===== config.mk =====
export PLATFORM = sky130hd
export DESIGN_NAME = beacon_angle_distance_tracker_core
export DESIGN_NICKNAME = d
export VERILOG_FILES = /design/src/rtl/badt_pkg.sv /design/src/rtl/badt_ctrl.sv /design/src/rtl/badt_dp.sv /design/src/rtl/beacon_angle_distance_tracker_core.sv
export SDC_FILE = /design/constraint.sdc
export NUM_CORES = 1
export LEC_CHECK = 0
export BUFFER_PORTS_ARGS = -buffer_cell sky130_fd_sc_hd__buf_2
export CORE_ASPECT_RATIO = 0.75
export CORE_MARGIN = 2
export CORE_UTILIZATION = 25
export CTS_BUF_LIST = sky130_fd_sc_hd__clkbuf_4 sky130_fd_sc_hd__clkbuf_8
export CTS_CLUSTER_SIZE = 8
export DETAILED_ROUTE_END_ITERATION = 12
export GPL_TIMING_DRIVEN = 0
export PLACE_DENSITY_LB_ADDON = 0.1
export RECOVER_POWER = 25
export SYNTH_ARGS = -nofsm -noshare
export SYNTH_HDL_FRONTEND = slang
export SYNTH_SLANG_ARGS = --single-unit

===== constraint.sdc =====
create_clock -name aclk -period 13.7 [get_ports aclk]
set_clock_uncertainty 0.05 [all_clocks]
set_input_delay 1.37 -clock aclk [delete_from_list [all_inputs] [get_ports aclk]]
set_output_delay 1.37 -clock aclk [all_outputs]
set_load 0.005 [all_outputs]

===== src/rtl/badt_pkg.sv =====
package badt_pkg;

    localparam int ANG_W    = 16;
    localparam int DIST_W   = 14;
    localparam int RAD_W    = 5;
    localparam int CORD_W   = 20;
    localparam int SIN_W    = 17;
    localparam int NUM_W    = RAD_W + 20;
    localparam int ITER_W   = 5;
    localparam int CORD_ITERS = 16;
    localparam int DIV_ITERS  = NUM_W;

    localparam logic signed [ANG_W-1:0] Q13_PI      = 16'sd25736;
    localparam logic [SIN_W-1:0]        Q13_HALF_PI = 17'd12868;
    localparam logic signed [CORD_W-1:0] CORD_GAIN  = 20'sd39797;
    localparam logic [DIST_W-1:0] DIST_MAX   = 14'd16383;
    localparam logic signed [15:0] SLEW_NEAR = 16'sd160;
    localparam logic signed [15:0] SLEW_FAR  = 16'sd80;

    localparam logic [1:0] REG_RADIUS  = 2'd0;
    localparam logic [1:0] REG_OUTLIER = 2'd1;
    localparam logic [1:0] REG_JUMP    = 2'd2;
    localparam logic [1:0] REG_FAR     = 2'd3;

    typedef struct packed {
        logic             ang_upd;
        logic             cord_init;
        logic             cord_step;
        logic             div_init;
        logic             div_step;
        logic             finish;
        logic [ITER_W-1:0] iter;
    } cmd_t;

    typedef struct packed {
        logic out_busy;
    } status_t;

    function automatic logic signed [CORD_W-1:0] atan_q16(input logic [3:0] i);
        logic signed [CORD_W-1:0] v;
        case (i)
            4'd0:  v = 20'sd51472;
            4'd1:  v = 20'sd30386;
            4'd2:  v = 20'sd16055;
            4'd3:  v = 20'sd8150;
            4'd4:  v = 20'sd4091;
            4'd5:  v = 20'sd2047;
            4'd6:  v = 20'sd1024;
            4'd7:  v = 20'sd512;
            4'd8:  v = 20'sd256;
            4'd9:  v = 20'sd128;
            4'd10: v = 20'sd64;
            4'd11: v = 20'sd32;
            4'd12: v = 20'sd16;
            4'd13: v = 20'sd8;
            4'd14: v = 20'sd4;
            4'd15: v = 20'sd2;
            default: v = 20'sd0;
        endcase
        return v;
    endfunction

endpackage


===== src/rtl/badt_ctrl.sv =====
module badt_ctrl (
    input  logic              aclk,
    input  logic              aresetn,
    input  logic              in_xfer,
    input  badt_pkg::status_t status,
    output logic              in_ready,
    output badt_pkg::cmd_t    cmd
);

    localparam logic [2:0] S_IDLE  = 3'd0;
    localparam logic [2:0] S_ANG   = 3'd1;
    localparam logic [2:0] S_CINIT = 3'd2;
    localparam logic [2:0] S_CORD  = 3'd3;
    localparam logic [2:0] S_DINIT = 3'd4;
    localparam logic [2:0] S_DIV   = 3'd5;
    localparam logic [2:0] S_FIN   = 3'd6;

    logic [2:0] state_reg, state_next;
    logic [badt_pkg::ITER_W-1:0] cnt_reg, cnt_next;

    always_comb begin
        state_next = state_reg;
        cnt_next   = cnt_reg;
        cmd        = '0;
        cmd.iter   = cnt_reg;
        case (state_reg)
            S_IDLE: begin
                if (in_xfer) state_next = S_ANG;
            end
            S_ANG: begin
                cmd.ang_upd = 1'b1;
                state_next  = S_CINIT;
            end
            S_CINIT: begin
                cmd.cord_init = 1'b1;
                cnt_next      = '0;
                state_next    = S_CORD;
            end
            S_CORD: begin
                cmd.cord_step = 1'b1;
                cnt_next      = cnt_reg + 1'b1;
                if (cnt_reg == badt_pkg::ITER_W'(badt_pkg::CORD_ITERS - 1))
                    state_next = S_DINIT;
            end
            S_DINIT: begin
                cmd.div_init = 1'b1;
                cnt_next     = '0;
                state_next   = S_DIV;
            end
            S_DIV: begin
                cmd.div_step = 1'b1;
                cnt_next     = cnt_reg + 1'b1;
                if (cnt_reg == badt_pkg::ITER_W'(badt_pkg::DIV_ITERS - 1))
                    state_next = S_FIN;
            end
            S_FIN: begin
                // wait for the output register to free up
                if (!status.out_busy) begin
                    cmd.finish = 1'b1;
                    state_next = S_IDLE;
                end
            end
            default: state_next = S_IDLE;
        endcase
    end

    always_ff @(posedge aclk) begin
        if (!aresetn) begin
            state_reg <= S_IDLE;
            cnt_reg   <= '0;
        end else begin
            state_reg <= state_next;
            cnt_reg   <= cnt_next;
        end
    end

    assign in_ready = (state_reg == S_IDLE);

endmodule


===== src/rtl/badt_dp.sv =====
module badt_dp (
    input  logic              aclk,
    input  logic              aresetn,
    input  logic              in_xfer,
    input  logic [15:0]       rise_angle,
    input  logic [15:0]       fall_angle,
    input  logic              cfg_xfer,
    input  logic [7:0]        cfg_index,
    input  logic [13:0]       cfg_data,
    input  badt_pkg::cmd_t    cmd,
    output badt_pkg::status_t status,
    input  logic              out_ready,
    output logic              out_valid,
    output logic [15:0]       mean_angle,
    output logic              angle_valid,
    output logic [13:0]       mean_distance,
    output logic              distance_valid
);

    localparam int AW = badt_pkg::ANG_W;
    localparam int DW = badt_pkg::DIST_W;
    localparam int CW = badt_pkg::CORD_W;
    localparam int SW = badt_pkg::SIN_W;
    localparam int NW = badt_pkg::NUM_W;

    // configuration
    logic [badt_pkg::RAD_W-1:0] radius_reg;
    logic [DW-1:0] outlier_reg, jump_reg, far_reg;

    always_ff @(posedge aclk) begin
        if (!aresetn) begin
            radius_reg  <= 5'd4;
            outlier_reg <= 14'd5769;
            jump_reg    <= 14'd1200;
            far_reg     <= 14'd2240;
        end else if (cfg_xfer && cfg_index[7:2] == 6'd0) begin
            case (cfg_index[1:0])
                badt_pkg::REG_RADIUS:  radius_reg  <= cfg_data[4:0];
                badt_pkg::REG_OUTLIER: outlier_reg <= cfg_data;
                badt_pkg::REG_JUMP:    jump_reg    <= cfg_data;
                badt_pkg::REG_FAR:     far_reg     <= cfg_data;
                default: ;
            endcase
        end
    end

    // input capture
    logic signed [AW-1:0] rise_reg, fall_reg;
    always_ff @(posedge aclk) begin
        if (in_xfer) begin
            rise_reg <= rise_angle;
            fall_reg <= fall_angle;
        end
    end

    // angle part
    logic signed [AW:0] sum17, dif17, wdif17;
    logic signed [AW-1:0] mid, hw;
    logic wrap;

    always_comb begin
        wrap   = (rise_reg > 0) && (fall_reg < 0);
        sum17  = 17'(rise_reg) + 17'(fall_reg);
        dif17  = 17'(rise_reg) - 17'(fall_reg);
        wdif17 = dif17 - 17'sd51472;
        if (wrap) begin
            mid = -badt_pkg::Q13_PI;
            hw  = wdif17[AW:1];
        end else begin
            mid = sum17[AW:1];
            hw  = dif17[AW:1];
        end
    end

    logic signed [AW-1:0] angle_first_reg, last_angle_reg, half_width_reg;
    logic angle_phase_reg, last_angle_valid_reg;
    logic signed [AW-1:0] pend_angle_reg;
    logic pend_aok_reg;
    logic signed [AW:0] amean17;

    assign amean17 = 17'(angle_first_reg) + 17'(mid);

    always_ff @(posedge aclk) begin
        if (!aresetn) begin
            angle_first_reg      <= '0;
            last_angle_reg       <= '0;
            half_width_reg       <= 16'sd7975;
            angle_phase_reg      <= 1'b0;
            last_angle_valid_reg <= 1'b0;
        end else if (cmd.ang_upd) begin
            if (angle_phase_reg) begin
                half_width_reg  <= hw;
                angle_phase_reg <= 1'b0;
            end else begin
                angle_first_reg <= mid;
                if (!last_angle_valid_reg || last_angle_reg != mid) begin
                    angle_phase_reg      <= 1'b1;
                    last_angle_reg       <= mid;
                    last_angle_valid_reg <= 1'b1;
                    half_width_reg       <= hw;
                end
            end
        end
    end

    always_ff @(posedge aclk) begin
        if (cmd.ang_upd) begin
            pend_aok_reg   <= angle_phase_reg;
            pend_angle_reg <= angle_phase_reg ? amean17[AW:1] : '0;
        end
    end

    // cordic sine
    logic [SW-1:0] abs_hw;
    logic signed [SW-1:0] red_a;
    logic signed [CW-1:0] x_reg, y_reg, z_reg;
    logic signed [CW-1:0] x_sh, y_sh, atan_v;
    logic [3:0] sh;

    always_comb begin
        abs_hw = half_width_reg[AW-1] ? (SW'(0) - SW'(half_width_reg))
                                      : SW'(half_width_reg);
        if (abs_hw > badt_pkg::Q13_HALF_PI)
            red_a = $signed(SW'(25736)) - $signed(abs_hw);
        else
            red_a = $signed(abs_hw);
        sh     = cmd.iter[3:0];
        x_sh   = x_reg >>> sh;
        y_sh   = y_reg >>> sh;
        atan_v = badt_pkg::atan_q16(sh);
    end

    always_ff @(posedge aclk) begin
        if (cmd.cord_init) begin
            x_reg <= badt_pkg::CORD_GAIN;
            y_reg <= '0;
            z_reg <= CW'(red_a) <<< 3;
        end else if (cmd.cord_step) begin
            if (z_reg >= 0) begin
                x_reg <= x_reg - y_sh;
                y_reg <= y_reg + x_sh;
                z_reg <= z_reg - atan_v;
            end else begin
                x_reg <= x_reg + y_sh;
                y_reg <= y_reg - x_sh;
                z_reg <= z_reg + atan_v;
            end
        end
    end

    // restoring divider, radius * 2^20 / |sin|
    logic [SW-1:0] s_reg;
    logic [NW-1:0] num_reg;
    logic [SW-1:0] rem_reg;
    logic [SW:0]   r_sh, r_sub;
    logic [CW-1:0] abs_y;
    logic          qbit;

    always_comb begin
        abs_y = y_reg[CW-1] ? (CW'(0) - CW'(y_reg)) : CW'(y_reg);
        r_sh  = {rem_reg, num_reg[NW-1]};
        qbit  = (r_sh >= {1'b0, s_reg});
        r_sub = r_sh - {1'b0, s_reg};
    end

    always_ff @(posedge aclk) begin
        if (cmd.div_init) begin
            s_reg   <= abs_y[SW-1:0];
            num_reg <= {radius_reg, 20'd0};
            rem_reg <= '0;
        end else if (cmd.div_step) begin
            rem_reg <= qbit ? r_sub[SW-1:0] : r_sh[SW-1:0];
            num_reg <= {num_reg[NW-2:0], qbit};
        end
    end

    // distance part
    logic [DW-1:0] distance_first_reg, last_distance_reg, last_mean_reg;
    logic distance_phase_reg;
    logic [DW-1:0] dist_val, dmean;
    logic [DW:0] dsum;
    logic signed [15:0] diff, prev_s, step, m1, d1, m2;
    logic [DW-1:0] mfin;
    logic jump;

    always_comb begin
        if (s_reg == '0 || num_reg > NW'(outlier_reg))
            dist_val = last_distance_reg;
        else
            dist_val = num_reg[DW-1:0];
        dsum   = {1'b0, distance_first_reg} + {1'b0, dist_val};
        dmean  = dsum[DW:1];
        prev_s = $signed({2'b00, last_mean_reg});
        diff   = $signed({2'b00, dmean}) - prev_s;
        step   = (last_mean_reg > far_reg) ? badt_pkg::SLEW_FAR : badt_pkg::SLEW_NEAR;
        jump   = (diff > $signed({2'b00, jump_reg})) ||
                 (diff < -$signed({2'b00, jump_reg}));
        m1     = jump ? prev_s : $signed({2'b00, dmean});
        d1     = jump ? 16'sd0 : diff;
        if (d1 > badt_pkg::SLEW_NEAR)
            m2 = prev_s + step;
        else if (d1 < -badt_pkg::SLEW_NEAR)
            m2 = prev_s - step;
        else
            m2 = m1;
        if (m2 < 0)
            mfin = '0;
        else if (m2 > $signed({2'b00, badt_pkg::DIST_MAX}))
            mfin = badt_pkg::DIST_MAX;
        else
            mfin = m2[DW-1:0];
    end

    always_ff @(posedge aclk) begin
        if (!aresetn) begin
            distance_first_reg <= '0;
            last_distance_reg  <= 14'd16000;
            last_mean_reg      <= 14'd3200;
            distance_phase_reg <= 1'b0;
        end else if (cmd.finish) begin
            if (distance_phase_reg) begin
                last_mean_reg      <= mfin;
                distance_phase_reg <= 1'b0;
            end else begin
                distance_first_reg <= dist_val;
                if (last_distance_reg != dist_val) begin
                    distance_phase_reg <= 1'b1;
                    last_distance_reg  <= dist_val;
                end
            end
        end
    end

    // output register
    logic out_valid_reg;
    always_ff @(posedge aclk) begin
        if (!aresetn) begin
            out_valid_reg <= 1'b0;
        end else if (cmd.finish) begin
            out_valid_reg <= 1'b1;
        end else if (out_ready) begin
            out_valid_reg <= 1'b0;
        end
    end

    always_ff @(posedge aclk) begin
        if (cmd.finish) begin
            mean_angle     <= pend_angle_reg;
            angle_valid    <= pend_aok_reg;
            mean_distance  <= distance_phase_reg ? mfin : '0;
            distance_valid <= distance_phase_reg;
        end
    end

    assign out_valid       = out_valid_reg;
    assign status.out_busy = out_valid_reg && !out_ready;

endmodule


===== src/rtl/beacon_angle_distance_tracker_core.sv =====
// sequence: from the input transfer to m_tvalid the core runs an angle update, a cordic
// load, 16 cordic iterations, a divider load, 25 divide steps and a finish step
// one item in flight: a new input is taken only after the finish step; the divider
// yields one quotient bit per cycle; a stalled output holds the finish step
// reset: aresetn synchronous active low, restores registers and tracker state
module beacon_angle_distance_tracker_core (
    input  logic        aclk,
    input  logic        aresetn,
    input  logic        s_tvalid,
    output logic        s_tready,
    input  logic [31:0] s_tdata,   // rise_angle[15:0], fall_angle[31:16]
    output logic        m_tvalid,
    input  logic        m_tready,
    output logic [31:0] m_tdata,   // mean_angle[15:0], mean_distance[29:16], zero[31:30]
    output logic [1:0]  m_tuser,   // angle_valid[0], distance_valid[1]
    input  logic        cfg_valid,
    output logic        cfg_ready,
    input  logic [7:0]  cfg_index,
    input  logic [13:0] cfg_data
);

    badt_pkg::cmd_t    cmd;
    badt_pkg::status_t status;
    logic in_xfer;
    logic [15:0] mean_angle;
    logic [13:0] mean_distance;
    logic angle_valid, distance_valid;

    assign in_xfer   = s_tvalid && s_tready;
    assign cfg_ready = 1'b1;

    badt_ctrl u_ctrl (
        .aclk     (aclk),
        .aresetn  (aresetn),
        .in_xfer  (in_xfer),
        .status   (status),
        .in_ready (s_tready),
        .cmd      (cmd)
    );

    badt_dp u_dp (
        .aclk           (aclk),
        .aresetn        (aresetn),
        .in_xfer        (in_xfer),
        .rise_angle     (s_tdata[15:0]),
        .fall_angle     (s_tdata[31:16]),
        .cfg_xfer       (cfg_valid && cfg_ready),
        .cfg_index      (cfg_index),
        .cfg_data       (cfg_data),
        .cmd            (cmd),
        .status         (status),
        .out_ready      (m_tready),
        .out_valid      (m_tvalid),
        .mean_angle     (mean_angle),
        .angle_valid    (angle_valid),
        .mean_distance  (mean_distance),
        .distance_valid (distance_valid)
    );

    assign m_tdata = {2'b00, mean_distance, mean_angle};
    assign m_tuser = {distance_valid, angle_valid};

endmodule


# Yosys cells after proc, flatten, opt, wreduce, memory -nomap -nowiden

Memory sizes are Yosys's and may differ from the RTL's. A register that Yosys moved wholly into a read port is not among the register bits.
Cells that the tools add are included.

Equal/unequal tests: 17
Shift operators: 2
Magnitude comparators: 13
Multiplexer cells: 44
Add/sub/neg operators: 20
Bitwise operators: 2
Reduce and logical (&&, ||, !) cells: 31

Operators by type and width:

| cell                     | number |
|---|---|
| $mux W16                 | 7 |
| $mux W20                 | 5 |
| $mux W17                 | 4 |
| $add A20 B20 Y20         | 3 |
| $sub A20 B20 Y20         | 3 |
| $mux W14                 | 4 |
| $mux W25                 | 2 |
| $sshr A20 B4 Y20         | 2 |
| $add A16 B16 Y17         | 2 |
| $lt A16 B1 Y1 const B    | 2 |
| $gt A25 B14 Y1           | 1 |
| $pmux W3 S7              | 1 |
| $ge A20 B1 Y1 const B    | 1 |
| $ge A18 B17 Y1           | 1 |
| $gt A17 B14 Y1 const B   | 1 |
| $logic_not A17 Y1        | 1 |
| $sub A1 B16 Y17 const A  | 1 |
| $sub A1 B17 Y17 const A  | 1 |
| $sub A16 B16 Y17         | 1 |
| $sub A16 B17 Y17 const A | 1 |
| $sub A17 B17 Y17         | 1 |
| $sub A17 B17 Y17 const B | 1 |
| $add A15 B16 Y16         | 1 |
| $gt A16 B1 Y1 const B    | 1 |
| 39 further kinds         | 81 |

Output and inout bits: 37
Bits of input ports: 59
Bits in registers: 349
Memory bits (read-only): 256
Memories: 1

Memories:

| name            | depth | bits a word | read ports | clocked after memory_dff | write ports | line           | text |
|---|---|---|---|---|---|---|---|
| (no name shown) | 16    | 16          | 1          | 1                        | 0           | badt_pkg.sv:41 | `case (i)` |

# Logic depth before layout (Yosys ltp)

Depth in word-level cells: 14
Depth in mapped cells: 38
Gate-level depth less buffers: 36

# Hierarchy

A second synthesis with hierarchy kept.

Cell total of the unflattened synthesis: 3141
Area total of the unflattened synthesis: 27355.0 um2

By module, submodules not included:

| module                             | seq. area each (um2) | times used | cells an instance | area each (um2) |
|---|---|---|---|---|
| badt_dp                            | 8027.7               | 1          | 3068              | 26799.5 |
| badt_ctrl                          | 160.2                | 1          | 65                | 504.2 |
| beacon_angle_distance_tracker_core | 0.0                  | 1          | 8                 | 51.3 |

# Worst setup path after synthesis

Ideal clock, no wire load.

Path kind: register to register
Start point: register u_dp.num_reg[4]
End point: register u_dp.mean_distance[10] (data pin)
Stages on the path, launching flop included: 37
Slack: 5.936 ns
Arrival: 7.440 ns
Path buffers: 2
Period minus slack after synthesis: 7.764 ns
Data required time: 13.375 ns
Cell sequence: dfxtp_1 ha_1 a21oi_1 o21ai_0 a2111oi_0 o211ai_1 clkbuf_1 o21ai_0 nand2_1 fa_1 nand3b_1 a21boi_0 o21ai_0 a21boi_0 nor2_1 nor2_1 nor2_1 xnor2_1 ha_1 o21ai_1 or2_1 a21o_1 nand2_1 xnor2_1 inv_1 ha_1 nand3_1 nor3_1 a221o_1 maj3_1 a41oi_1 a21oi_1 and3_1 clkbuf_1 a311o_1 a21oi_1 a311oi_1

Longest elaborated chain between the ends: 14
Elaborated cells on any way between the ends: 18
Classes of those cells: add/sub (2); order compare (7); mux (7); reduce/logical (2)

Ends and longest elaborated chain:

| what                                                    | line                           | text |
|---|---|---|
| start: declaration                                      | badt_dp.sv:153                 | `logic [NW-1:0] num_reg;` |
| start signal: assignment                                | badt_dp.sv:169                 | `num_reg <= {radius_reg, 20'd0};` |
| start signal: assignment                                | badt_dp.sv:173                 | `num_reg <= {num_reg[NW-2:0], qbit};` |
| $gt A25 B14 Y1                                          | badt_dp.sv:187                 | `if (s_reg == '0 \|\| num_reg > NW'(outlier_reg))` |
| $logic_or A1 B1 Y1                                      | badt_dp.sv:187                 |  |
| $mux W14 *                                              | badt_dp.sv:187                 |  |
| $add A14 B14 Y15 *                                      | badt_dp.sv:191                 | `dsum = {1'b0, distance_first_reg} + {1'b0, dist_val};` |
| $sub A14 B14 Y15                                        | badt_dp.sv:194                 | `diff = $signed({2'b00, dmean}) - prev_s;` |
| $gt A16 B15 Y1 / $lt A16 B16 Y1 (equally long branches) | badt_dp.sv:196, badt_dp.sv:197 |  |
| $logic_or A1 B1 Y1                                      | badt_dp.sv:196                 | `jump = (diff > $signed({2'b00, jump_reg})) \|\|` |
| $mux W16                                                | badt_dp.sv:199                 | `d1 = jump ? 16'sd0 : diff;` |
| $lt A16 B9 Y1                                           | badt_dp.sv:202                 | `else if (d1 < -badt_pkg::SLEW_NEAR)` |
| $mux W16                                                | badt_dp.sv:202                 |  |
| $mux W16 *                                              | badt_dp.sv:200                 | `if (d1 > badt_pkg::SLEW_NEAR)` |
| $gt A16 B15 Y1                                          | badt_dp.sv:208                 | `else if (m2 > $signed({2'b00, badt_pkg::DIST_MAX}))` |
| $mux W14                                                | badt_dp.sv:208                 |  |
| $mux W14 *                                              | badt_dp.sv:206                 | `if (m2 < 0)` |
| end signal: assignment                                  | badt_dp.sv:250                 | `mean_distance <= distance_phase_reg ? mfin : '0;` |
| end: declaration                                        | badt_dp.sv:16                  | `output logic [13:0] mean_distance,` |

Mark *: on every way between the ends. The rest lies on a longest branch, timed or not.
A chain may end at the register's enable or synchronous reset.

# Worst setup path after layout

Start point: register u_dp.num_reg[2]
End point: register u_dp.mean_distance[13] (data pin)

Same word-level chain as after synthesis.

==> qor.log <==
[min_path] Endpoint, Worst Hold u_dp.angle_valid
[pwr] sequential group share of total power 21.9%
[logic_synthesis] ys flop type sky130_fd_sc_hd__dfxtp_1
[status] result of the run complete, but fails checks
[layout] most used cells in the layout excluding fill and tap cells 309 x sky130_fd_sc_hd__nand2_1, 303 x sky130_fd_sc_hd__nor2_1, 245 x sky130_fd_sc_hd__dfxtp_1
[floorplan] Total Die Area 0.112 mm^2
[clocking] clk root buf sky130_fd_sc_hd__clkbuf_8
[worst_setup_path] Worst R2R Setup Slack 3390 ps
[worst_setup_path] Arr. time, crit path 10710 ps
[global_routing] Remaining Overflow, GRT 0
[pwr] power density relative to cell area 240 mW/mm^2
[detailed_routing] first-pass detailed-route iteration total 5
[worst_setup_path] Worst path most repeated cell sky130_fd_sc_hd__o21ai_0
[sta] min cycle time layout 10310 ps
[layout] final net count 3670
[floorplan] number of I/O pins 96
[layout] commonest non-fill, non-tap cell in the layout sky130_fd_sc_hd__nand2_1
[layout] share of the core filled with cells in the final layout 28.7%
[detailed_routing] via count 23800
[logic_synthesis] Netlist cell types 99
[pwr] fraction of power spent switching nets 48.6%
[placed_design] placement-stage worst setup slack 3510 ps
[placed_design] placer congestion estimate 0.855
[floorplan] Initial Util 25.1%
[detailed_routing] wire length per cell after detailed routing 19.5 um
[flow_run] max capacitance violation total 1
[pwr] internal power of the cells 0.00387 W
[logic_synthesis] average footprint of a synthesized cell 8.56 um^2
[pwr] static leakage 12.5 nW
[floorplan] die height 291 um
[layout] max reg flops 25
[worst_setup_path] Max FO, Critical Path 10
[worst_setup_path] FF-to-FF path depth 33
[layout] share of final-layout standard cells stronger than drive strength 1 9.99%
[detailed_routing] average vias per placed instance 4.87
[global_routing] wire length of the first global-routing pass 145 mm
[worst_setup_path] r2r startpoint u_dp.num_reg[2]
[layout] Area Growth Syn to Fin 14.1%
[worst_setup_path] RR Endpoint u_dp.mean_distance[13]
[logic_synthesis] Post-Synthesis Cells 3205
[sta] setup repair after global routing missed its margin false
[status] violated checks capacitance limit, slew limit
[sta] count of endpoints failing hold in the final timing report 0
[detailed_routing] number of routed nets with antenna violations 0
[clocking] register clock-pin slew on the reported worst setup and hold paths 60 ps
[detailed_routing] wirelength, routed 95.3 mm
[logic_synthesis] number of enable-type register cells in the synthesized netlist 120
[global_routing] initial antenna violation count 8
[placed_design] Post-Place Cells 4741
[min_path] Hold/Removal Path Class reg2reg
[worst_setup_path] Setup crit end kind flop
[sta] count of final setup violators 0
[sta] Achievable Freq 0.0970 GHz
[min_path] launch point of the worst hold path u_dp.pend_aok_reg
[worst_setup_path] data required time of the worst path 14110 ps
[clocking] CTS tree done
[clocking] clock tree sinks 365
[logic_synthesis] #FFs+latches synth 365
[sta] portion of the clock cycle consumed by the worst path in the final layout 75.3%
[worst_setup_path] stage delay of the slowest cell on the critical path 760 ps
[pwr] worst vdd rail ir drop 134 uV
[sta] fin worst setup slack 3390 ps
[layout] final standard cell count with taps included and fillers excluded 4879
[logic_synthesis] share of flip-flops with an asynchronous set or reset after synthesis 0%
[clocking] number of buffers on the longest clock path 3
[worst_setup_path] crit path launch type flop
[sta] headroom to the max-slew limit -32.4%
[floorplan] width of the die 387 um
[global_routing] largest net degree at the start of global routing 33
[clocking] count of hold buffers inserted by post-cts repair 0
[pwr] clock group share of total power 16.8%
[global_routing] number of global-route vias before repair 22800
[min_path] Cells on Worst Hold Path 0
[worst_setup_path] critical path class reg2reg
[logic_synthesis] warnings from Yosys 0
[floorplan] number of cell rows 105
[detailed_routing] post-route DRC violation count 0
[detailed_routing] number of DRC violations after detailed-routing iteration 0 1719
[worst_setup_path] launch point of the worst path u_dp.num_reg[2]
[sta] final-report max-slew violation count 30
[sta] measured slew at the worst slew-check pin 1990 ps
[worst_setup_path] master of the slowest instance on the critical path sky130_fd_sc_hd__a2111oi_0
[sta] Total Negative Setup Slacks 0 ps
[pwr] switching power 0.00366 W
[clocking] H-Tree Depth 3
[logic_synthesis] post-synthesis sequential area ratio 31.0%
[floorplan] area of the core 0.109 mm^2
[placed_design] I/O Buffers 90
[sta] worst-case hold slack 371 ps
[global_routing] aggregate global-route resource usage 16.7%
[logic_synthesis] cell area after synthesis 0.0274 mm^2
[clocking] # resized after CTS 0
[placed_design] final HPWL from detailed placement 74.3 mm
[pwr] fraction of power consumed by combinational cells 61.3%
[clocking] cts bufs inserted 74
[clocking] # Post-CTS Setup Buffers 0
[clocking] clock network latency to the later pin of the worst-skew pair 730 ps
==> logic make-up (layout without fill, tap and decap cells) <==
family	Yosys count	after routing	synth area share, %
buffers and inverters	360	587	5.17
AND/OR/NAND/NOR	1039	1039	17.9
AO/OA/AOI/OAI	777	777	18.3
flip-flops	365	365	31.0
XOR/XNOR	245	245	7.82
multiplexers	178	178	8.51
other	2	5	0.0274
adder cells (fa/ha/maj)	239	239	11.2
==> critical path: cells and delay by family, from the launching register on <==
family                     cells  cell delay (ps)
AOI/OAI and AO/OA             16             5200
adders and majority gates      5             1880
and+or+nand+nor                9             1540
DFF                            1              490
buffers and inverters          2              450
xor gates and xnor gates       1              420
==> metal layers <==
metal  global-route usage (%)  routed length, um
met5                        0                 27
met4                     3.49               1630
met3                     3.43               4740
met2                     22.2              35800
met1                     26.7              53100
==> layout make-up <==
cell class                      instances  area [um^2]
Fill cell                           11700        77900
Multi-Input combinational cell       2481        17500
Sequential cell                       365         8510
Tap cell                             1444         1810
Clock buffer                          104         1300
Inverter                              213          800
Buffer                                147          622
Timing Repair Buffer                   91          443
Clock inverter                         32          298
Antenna cell                            2         5.00
==> worst max-delay path by stage <==
stage	to	cells after the start
2_1_floorplan	u_dp.mean_distance[10]	36
3_3_place_gp	u_dp.mean_distance[12]	34
3_5_place_dp	u_dp.mean_distance[13]	33
4_1_cts	u_dp.mean_distance[13]	33
5_1_grt	u_dp.mean_distance[13]	33
6_report	u_dp.mean_distance[13]	33
==> Yosys cell counts (all sizes together) (10+ instances only) <==
library cell  count  area share, %
nand2           309            4.2
nor2            306            4.2
dfxtp           245             18
a21oi           239            4.4
ha              227             10
inv             212            2.9
o21ai           165            3.0
xnor2           145            4.6
edfxtp          120             13
mux2i           113            4.1
xor2            100            3.2
clkbuf           99            1.4
nor3             77            1.4
nand3            74            1.3
buf              48           0.91
o31ai            44            1.2
mux4             42            3.4
nor2b            39           0.89
a211oi           38            1.1
nand2b           33           0.78
o211ai           32           0.88
a21o             31           0.85
o21a             30           0.82
or3              29           0.68
nand4            26           0.59
and2             24           0.55
mux2             23           0.94
or2              23           0.52
a31oi            22           0.50
and3             22           0.50
nor4             21           0.53
o22ai            19           0.43
o21bai           17           0.46
a22o             16           0.51
o41ai            13           0.51
a21boi           12           0.33
fa               11           0.80
o221ai           10           0.34
or4              10           0.27
==> power groups by stage <==
stage	combinational, W	sequential, W	clock (W)
after floorplan	0.00341	0.00157	0
after global placement	0.00464	0.00167	0
after detailed placement	0.00458	0.00167	0
after CTS	0.00462	0.00165	0.00132
after global routing	0.00517	0.00168	0.00136
final	0.00462	0.00165	0.00127
==> stage by stage <==
step           area [um^2]  power [W]
2_1_floorplan        27500    0.00497
3_3_place_gp         29700    0.00631
3_5_place_dp         29700    0.00625
4_1_cts              31300    0.00758
5_1_grt              31300    0.00821
6_report             31300    0.00753
Note: power is estimated with default switching activity, not from simulation.
